==> src/hdl/priority_voice_allocator_core_macros.svh <==
// Assertion macros used by the voice allocator RTL.
`ifndef PRIORITY_VOICE_ALLOCATOR_CORE_MACROS_SVH
`define PRIORITY_VOICE_ALLOCATOR_CORE_MACROS_SVH

`ifndef SYNTH

// Same-cycle implication, checked out of reset.
`define PVA_ASSERT_SAME(label, clk, rst_n, ante, cons, msg) \
    label: assert property (@(posedge clk) disable iff (!rst_n) (ante) |-> (cons)) \
        else $error(msg);

// Next-cycle implication, checked out of reset.
`define PVA_ASSERT_NEXT(label, clk, rst_n, ante, cons, msg) \
    label: assert property (@(posedge clk) disable iff (!rst_n) (ante) |=> (cons)) \
        else $error(msg);

`else

`define PVA_ASSERT_SAME(label, clk, rst_n, ante, cons, msg)
`define PVA_ASSERT_NEXT(label, clk, rst_n, ante, cons, msg)

`endif

`endif

==> src/hdl/pva_pkg.sv <==
// Types and codes of the priority voice allocator.
`default_nettype none

package pva_pkg;

    localparam int CH_W   = 4;
    localparam int PRIO_W = 8;
    localparam int FMT_W  = 2;
    localparam int FUNC_W = 2;
    localparam int MASK_W = 64;
    localparam int FMT_PER_CH = 4;

    localparam logic [FUNC_W-1:0] FUNC_ALLOC   = 2'd0;
    localparam logic [FUNC_W-1:0] FUNC_RELEASE = 2'd1;
    localparam logic [FUNC_W-1:0] FUNC_FINISH  = 2'd2;

    typedef struct packed {
        logic [FUNC_W-1:0] func;
        logic [CH_W-1:0]   target_channel;
        logic [FMT_W-1:0]  request_format;
        logic [PRIO_W-1:0] request_priority;
    } t_req;

    typedef struct packed {
        logic              granted;
        logic [CH_W-1:0]   granted_channel;
        logic              preempted;
        logic [PRIO_W-1:0] preempted_priority;
    } t_result;

    // Search record handed from cell to cell.
    typedef struct packed {
        logic              found_free;
        logic              found_low;
        logic [CH_W-1:0]   ch;
        logic [PRIO_W-1:0] low_prio;
    } t_scan;

    // State update broadcast to all cells.
    typedef struct packed {
        logic              en;
        logic [FUNC_W-1:0] op;
        logic [CH_W-1:0]   ch;
        logic [PRIO_W-1:0] prio;
    } t_cell_cmd;

endpackage

`default_nettype wire

==> src/hdl/pva_cell.sv <==
// One channel cell: holds busy, finished and priority; updates the search record.
`default_nettype none

module pva_cell
    import pva_pkg::*;
#(
    parameter int CELL_IDX = 0
) (
    input  wire logic              i_clk,
    input  wire logic              i_rst_n,
    input  wire logic              i_tok,
    input  wire t_scan             i_rec,
    input  wire logic              i_elig,
    input  wire logic [PRIO_W-1:0] i_req_prio,
    input  wire t_cell_cmd         i_cmd,
    output logic                   o_tok,
    output t_scan                  o_rec
);

    logic              r_busy;
    logic              r_done;
    logic [PRIO_W-1:0] r_prio;
    logic              r_tok;
    t_scan             r_rec;
    t_scan             n_rec;
    logic              w_hit;

    // Fold this channel into the record; first free channel wins outright.
    always_comb begin
        n_rec = i_rec;
        if (!i_rec.found_free && i_elig) begin
            if (!r_busy || r_done) begin
                n_rec.found_free = 1'b1;
                n_rec.ch         = CH_W'(CELL_IDX);
            end else if (r_prio < i_req_prio &&
                         (!i_rec.found_low || r_prio < i_rec.low_prio)) begin
                n_rec.found_low = 1'b1;
                n_rec.ch        = CH_W'(CELL_IDX);
                n_rec.low_prio  = r_prio;
            end
        end
    end

    assign w_hit = i_cmd.en && (i_cmd.ch == CH_W'(CELL_IDX));

    always_ff @(posedge i_clk) begin
        if (!i_rst_n) begin
            r_busy <= 1'b0;
            r_done <= 1'b0;
            r_prio <= '0;
            r_tok  <= 1'b0;
        end else begin
            r_tok <= i_tok;
            if (w_hit) begin
                unique case (i_cmd.op)
                    FUNC_ALLOC: begin
                        r_busy <= 1'b1;
                        r_done <= 1'b0;
                        r_prio <= i_cmd.prio;
                    end
                    FUNC_RELEASE: begin
                        r_busy <= 1'b0;
                        r_done <= 1'b0;
                        r_prio <= '0;
                    end
                    FUNC_FINISH: begin
                        r_done <= 1'b1;
                    end
                    default: begin
                    end
                endcase
            end
        end
    end

    // Record is payload; advance it with the token.
    always_ff @(posedge i_clk) begin
        if (i_tok) begin
            r_rec <= n_rec;
        end
    end

    assign o_tok = r_tok;
    assign o_rec = r_rec;

endmodule

`default_nettype wire

==> src/hdl/priority_voice_allocator_core.sv <==
// Top level of the priority voice allocator: request port, mask register, cell chain.
//
//  channel   | direction | handshake                      | payload
//  ----------+-----------+--------------------------------+-------------------------
//  request   | in        | start, taken when busy is low  | i_cmd (t_req)
//  result    | out       | o_result_valid, one cycle      | o_result (t_result)
//  config    | in        | i_cfg_we, taken at once        | i_cfg_wdata (mask)
//
//  Allocate: the search token walks the chain one cell per cycle, through
//  the launch register and each cell's token register; busy rises on accept
//  and falls as the token leaves the last cell. Release, finished and the unused
//  code give their result in the next cycle and leave busy low.
//  Reset (synchronous, active low) idles every channel, zeroes priorities
//  and sets the format mask to all ones. The receiver cannot stall results.
`default_nettype none

`include "priority_voice_allocator_core_macros.svh"

module priority_voice_allocator_core
    import pva_pkg::*;
#(
    parameter int NUM_CHANNELS = 16,
    parameter int NUM_FORMATS  = 4
) (
    input  wire logic              i_clk,
    input  wire logic              i_rst_n,
    input  wire logic              start,
    output logic                   busy,
    input  wire t_req              i_cmd,
    output logic                   o_result_valid,
    output t_result                o_result,
    input  wire logic              i_cfg_we,
    input  wire logic [MASK_W-1:0] i_cfg_wdata
);

    // Configuration: per-channel format support, four bits per channel.
    logic [MASK_W-1:0] r_mask;

    // Held allocate request, broadcast to every cell during the scan.
    logic [FMT_W-1:0]  r_req_fmt;
    logic [PRIO_W-1:0] r_req_prio;

    logic r_busy;
    logic r_launch;
    logic r_res_vld;
    t_result r_result;
    t_result n_result;

    logic w_accept;
    logic w_fmt_ok;
    logic w_scan_end;
    t_cell_cmd w_cmd;

    // Chain wiring: slot 0 feeds the first cell, slot NUM_CHANNELS is the tail.
    logic  w_tok [0:NUM_CHANNELS];
    t_scan w_rec [0:NUM_CHANNELS];
    logic [NUM_CHANNELS-1:0] w_elig;
    logic [NUM_CHANNELS-1:0] w_tok_vec;
    logic [NUM_CHANNELS-1:0][FMT_PER_CH-1:0] w_fmt_bits;

    assign w_accept = start && !busy;
    assign busy     = r_busy;

    // A format at or past NUM_FORMATS matches no channel.
    assign w_fmt_ok = ({1'b0, r_req_fmt} < (FMT_W + 1)'(NUM_FORMATS));

    assign w_tok[0] = r_launch;
    assign w_rec[0] = '0;

    genvar g;
    generate
        for (g = 0; g < NUM_CHANNELS; g++) begin : g_cell
            assign w_fmt_bits[g] = r_mask[g*FMT_PER_CH +: FMT_PER_CH];
            assign w_elig[g]     = w_fmt_ok && w_fmt_bits[g][r_req_fmt];
            assign w_tok_vec[g]  = w_tok[g+1];

            pva_cell #(
                .CELL_IDX (g)
            ) u_cell (
                .i_clk      (i_clk),
                .i_rst_n    (i_rst_n),
                .i_tok      (w_tok[g]),
                .i_rec      (w_rec[g]),
                .i_elig     (w_elig[g]),
                .i_req_prio (r_req_prio),
                .i_cmd      (w_cmd),
                .o_tok      (w_tok[g+1]),
                .o_rec      (w_rec[g+1])
            );
        end
    endgenerate

    // The token leaving the last cell carries the final search record.
    assign w_scan_end = w_tok[NUM_CHANNELS];

    // Result of a finished scan: free channel first, otherwise steal the
    // lowest-priority busy channel found below the request.
    always_comb begin
        n_result = '0;
        if (w_rec[NUM_CHANNELS].found_free || w_rec[NUM_CHANNELS].found_low) begin
            n_result.granted         = 1'b1;
            n_result.granted_channel = w_rec[NUM_CHANNELS].ch;
            if (!w_rec[NUM_CHANNELS].found_free) begin
                n_result.preempted          = 1'b1;
                n_result.preempted_priority = w_rec[NUM_CHANNELS].low_prio;
            end
        end
    end

    // State update to the cells: release and finished apply on accept,
    // a grant applies when the scan ends. The two never coincide.
    always_comb begin
        w_cmd = '0;
        priority if (w_accept && i_cmd.func != FUNC_ALLOC) begin
            w_cmd.en = 1'b1;
            w_cmd.op = i_cmd.func;
            w_cmd.ch = i_cmd.target_channel;
        end else if (w_scan_end) begin
            w_cmd.en   = n_result.granted;
            w_cmd.op   = FUNC_ALLOC;
            w_cmd.ch   = n_result.granted_channel;
            w_cmd.prio = r_req_prio;
        end
    end

    // Control state.
    always_ff @(posedge i_clk) begin
        if (!i_rst_n) begin
            r_mask    <= '1;
            r_busy    <= 1'b0;
            r_launch  <= 1'b0;
            r_res_vld <= 1'b0;
        end else begin
            if (i_cfg_we) begin
                r_mask <= i_cfg_wdata;
            end
            r_launch  <= w_accept && i_cmd.func == FUNC_ALLOC;
            r_res_vld <= (w_accept && i_cmd.func != FUNC_ALLOC) || w_scan_end;
            priority if (w_accept && i_cmd.func == FUNC_ALLOC) begin
                r_busy <= 1'b1;
            end else if (w_scan_end) begin
                r_busy <= 1'b0;
            end
        end
    end

    // Payload: hold the request during the scan, latch the result.
    always_ff @(posedge i_clk) begin
        if (w_accept) begin
            r_req_fmt  <= i_cmd.request_format;
            r_req_prio <= i_cmd.request_priority;
        end
        priority if (w_accept) begin
            r_result <= '0;
        end else if (w_scan_end) begin
            r_result <= n_result;
        end
    end

    assign o_result_valid = r_res_vld;
    assign o_result       = r_result;

    // Checks on the scan and result logic.
    `PVA_ASSERT_NEXT(a_alloc_busy, i_clk, i_rst_n, w_accept && i_cmd.func == FUNC_ALLOC, busy, "allocate did not raise busy")
    `PVA_ASSERT_SAME(a_res_idle, i_clk, i_rst_n, o_result_valid, !busy, "result issued while busy")
    `PVA_ASSERT_SAME(a_one_token, i_clk, i_rst_n, 1'b1, $onehot0({r_launch, w_tok_vec}), "more than one scan token")
    `PVA_ASSERT_SAME(a_refused_zero, i_clk, i_rst_n, o_result_valid && !o_result.granted, o_result.granted_channel == '0 && !o_result.preempted && o_result.preempted_priority == '0, "refused result not zero")
    `PVA_ASSERT_SAME(a_preempt_grant, i_clk, i_rst_n, o_result_valid && o_result.preempted, o_result.granted, "preempt without grant")

endmodule

`default_nettype wire
==> config.mk <==
export PLATFORM = sky130hd
export DESIGN_NAME = priority_voice_allocator_core
export DESIGN_NICKNAME = d
export VERILOG_FILES = /design/src/hdl/pva_pkg.sv /design/src/hdl/pva_cell.sv /design/src/hdl/priority_voice_allocator_core.sv
export VERILOG_INCLUDE_DIRS = /design/src /design/src/hdl
export SDC_FILE = /design/constraint.sdc
export NUM_CORES = 1
export LEC_CHECK = 0
export CORE_UTILIZATION = 64
export CTS_CLUSTER_DIAMETER = 50
export DETAILED_ROUTE_END_ITERATION = 6
export DONT_BUFFER_PORTS = 1
export HOLD_SLACK_MARGIN = 0.1
export PLACE_DENSITY = 0.9
export SYNTH_ARGS = -nofsm -noshare
export SYNTH_HDL_FRONTEND = slang
export SYNTH_SLANG_ARGS = --single-unit
==> constraint.sdc <==
create_clock -name i_clk -period 3.3 [get_ports i_clk]
set_clock_uncertainty 0.15 [all_clocks]
set_input_delay 0.66 -clock i_clk [delete_from_list [all_inputs] [get_ports i_clk]]
set_output_delay 0.66 -clock i_clk [all_outputs]
set_load 0.005 [all_outputs]
==> metrics <==
outcome=complete, no violations; CP Data Required Time=3510 ps; combinational cell fraction of total power=0.058; critical path type=flip-flop to flip-flop; PostCTS Resize Cnt=0; pwr dens=463 nW/um^2; buffer depth of the longest clock path=3; TNS Setup=0 ps; Seq/Total Area, Yosys=0.493; Max Slew Vio Count=0; post-synth top area share=0.276; Vias/cell=6.58; cts bufs inserted=48; startpoint types=flip-flop; post-synth top area cell=edfxtp_1; Worst-Skew Late Latency=610 ps; Mapped Cells=2118; number of flops mapped to enable cells by yosys=219; Static Leakage=11.1 nW; Root Buffer=clkbuf_16; most common cell in the netlist=dfxtp_1; die area=37900 um^2; R2R depth=8; I/O Buffers=0; Remaining Overflow, GRT=0; VDD IR-drop max=449 uV; Synth Area per Inst=11.2 um^2; clock share of power=0.446; Nets=2563; Worst Path Arrival=3310 ps; Hold Crit Depth=2; CTS H-Tree Depth=2; vias=18200; share of cells above drive strength 1=0.128; RSZ-0062 raised after global routing=no; final period utilization=0.939; post-synth net total=2419; I/O pin count=100; Top FF cell, synth=dfxtp_1; number of global-route vias before repair=19000; Final Hold Viols=0; num rows=70; # Max-Cap Violations=0; Max Clk Rate=0.323 GHz; Core ar.=36600 um^2; Post-Syn Area=23800 um^2; DR iter-0 viols=1744; Die H=195 um; GPL Wtd Cong=0.948; CTS clock-pin slew for the worst setup and hold paths=70 ps; Routed Antenna Nets=0; final setup fails=0; Synth area leaders=edfxtp_1 28%, dfxtp_1 22%, ha_1 11%, mux2i_1 6.1%, mux2_2 5.7%; Hold EP=r_mask[17]; Hold Startpoint=i_cfg_wdata[17]; Slew headroom=0.144; Post-synth ARST share=0; Psw=2.99 mW; Post-Route WL=68.8 mm; Netlist cell types=72; final hold slack=116 ps; CP Max Fanout=8; Slew @ Worst Pin=1280 ps; Syn-to-layout area delta=14.6%; top cells by count, synth=257 x dfxtp_1, 219 x edfxtp_1, 217 x ha_1; register-to-register setup slack=200 ps; largest net degree at the start of global routing=156; FF-to-FF End=g_cell[1].u_cell.o_rec[4]; endpoint type of the worst setup path=flip-flop; CTS tree=built; first-pass GRT wire length=105 mm; GRT Total Usage=0.361; DRT Pass-1 Iters=6; die width=195 um; minimum clock period=3100 ps; Residual DRC=0; sequential power share=0.496; clock sinks=476; Sw Ratio=0.237; Initial Util=0.650; initial antenna violation count=0; drt wl/cell=24.8 um; Detailed Place HPWL=41.1 mm; Syn. warnings=0; Hold Path Class=primary input to flip-flop; Synth Register Bits=476; Crit Reg-Reg Startpoint=r_req_prio[7]; internal power=9.63 mW
-- cell families after synthesis --
group / after synthesis / share of synthesized area
buffers and inverters: 223 / 0.0372
adders and majority gates: 217 / 0.114
AOI/OAI and AO/OA: 352 / 0.0988
DFF: 476 / 0.493
muxes: 282 / 0.136
and+or+nand+nor: 568 / 0.121
-- area by class of cell --
cell class / count / area (um^2)
Tap cell: 468 / 586
Antenna cell: 1 / 2.50
Fill cell: 2232 / 9350
Timing Repair Buffer: 162 / 1600
Multi-Input combinational cell: 1419 / 11200
Sequential cell: 476 / 11700
Clock buffer: 57 / 1280
Clock inverter: 33 / 304
Inverter: 155 / 584
-- routing by layer --
metal | GRT usage | routed length, um | vias up
met5 | 0 | 0 | -
met4 | 0.222 | 5000 | 0
met3 | 0.0866 | 6700 | 367
met2 | 0.614 | 32900 | 1107
met1 | 0.409 | 24200 | 8725
li1 | - | - | 8029
-- per-stage QoR --
| step | cell area, um^2 | power [mW] | instances | setup slack (ps) | util |
|---|---|---|---|---|---|
| after CTS | 27200 | 12.5 | 2769 | 303 | 0.744 |
| final | 27300 | 12.6 | 2771 | 202 | 0.744 |
| after floorplan | 23800 | 6.73 | 2118 | 645 | - |
| after global placement | 24300 | 6.80 | 2551 | 465 | 0.665 |
| after detailed placement | 24300 | 6.84 | 2551 | 346 | 0.665 |
| after global routing | 27300 | 12.9 | 2770 | 32.3 | 0.744 |
-- how the worst max path moves through the flow --
stage,to,start,depth (start not counted),slack [ps]
after floorplan,g_cell[14].u_cell.o_rec[0],r_req_prio[6],6,640
after global placement,g_cell[3].u_cell.o_rec[1],r_req_prio[5],8,460
after detailed placement,g_cell[3].u_cell.o_rec[0],r_req_prio[5],8,350
after CTS,g_cell[3].u_cell.o_rec[0],r_req_prio[5],8,300
after global routing,g_cell[3].u_cell.o_rec[2],r_req_prio[5],8,30
final,g_cell[1].u_cell.o_rec[4],r_req_prio[7],8,200
-- power groups by stage --
| stage | sequential, mW | clock [mW] | combinational [mW] |
|---|---|---|---|
| 2_1_floorplan | 6.35 | 0 | 0.387 |
| 3_3_place_gp | 6.36 | 0 | 0.443 |
| 3_5_place_dp | 6.37 | 0 | 0.472 |
| 4_1_cts | 6.24 | 5.54 | 0.678 |
| 5_1_grt | 6.26 | 5.87 | 0.770 |
| 6_report | 6.26 | 5.62 | 0.734 |
-- timing repair --
action / 4_1_cts / 5_1_grt
endpoints found under the hold margin: 173 / 1
hold buffers: 128 / 1
buffers inserted: 0 / 0
-- state kept, by name (all words and copies together) (netlist names) --
name / flops
r_mask: 64
busy: 1
g_cell.u_cell.r_prio: 128
o_result: 14
r_launch: 1
g_cell.u_cell.r_busy: 16
g_cell.u_cell.o_rec: 209
r_req_fmt: 2
o_result_valid: 1
r_req_prio: 8
g_cell.u_cell.r_done: 16
g_cell.u_cell.o_tok: 16
-- worst max-delay path, stage by stage, from the launching register on --
cell      delay (ps)
edfxtp_1         400
inv_1            370
buf_4            270
ha_1             260
a21oi_1          150
o21ai_0          190
a211oi_1         350
nand3_2          300
mux2_2           400
-- placed cells by master, fill, tap and decap left out, drive strengths merged, types with 81 or more instances in the layout --
| cell type | n |
|---|---|
| nand3 | 81 |
| dlygate4sd3 | 127 |
| ha | 217 |
| nor2 | 95 |
| nand2 | 208 |
| o21ai | 138 |
| mux2i | 145 |
| inv | 162 |
| edfxtp | 219 |
| dfxtp | 257 |
| mux2 | 121 |
No activity file was read; power rests on OpenSTA's default activity.
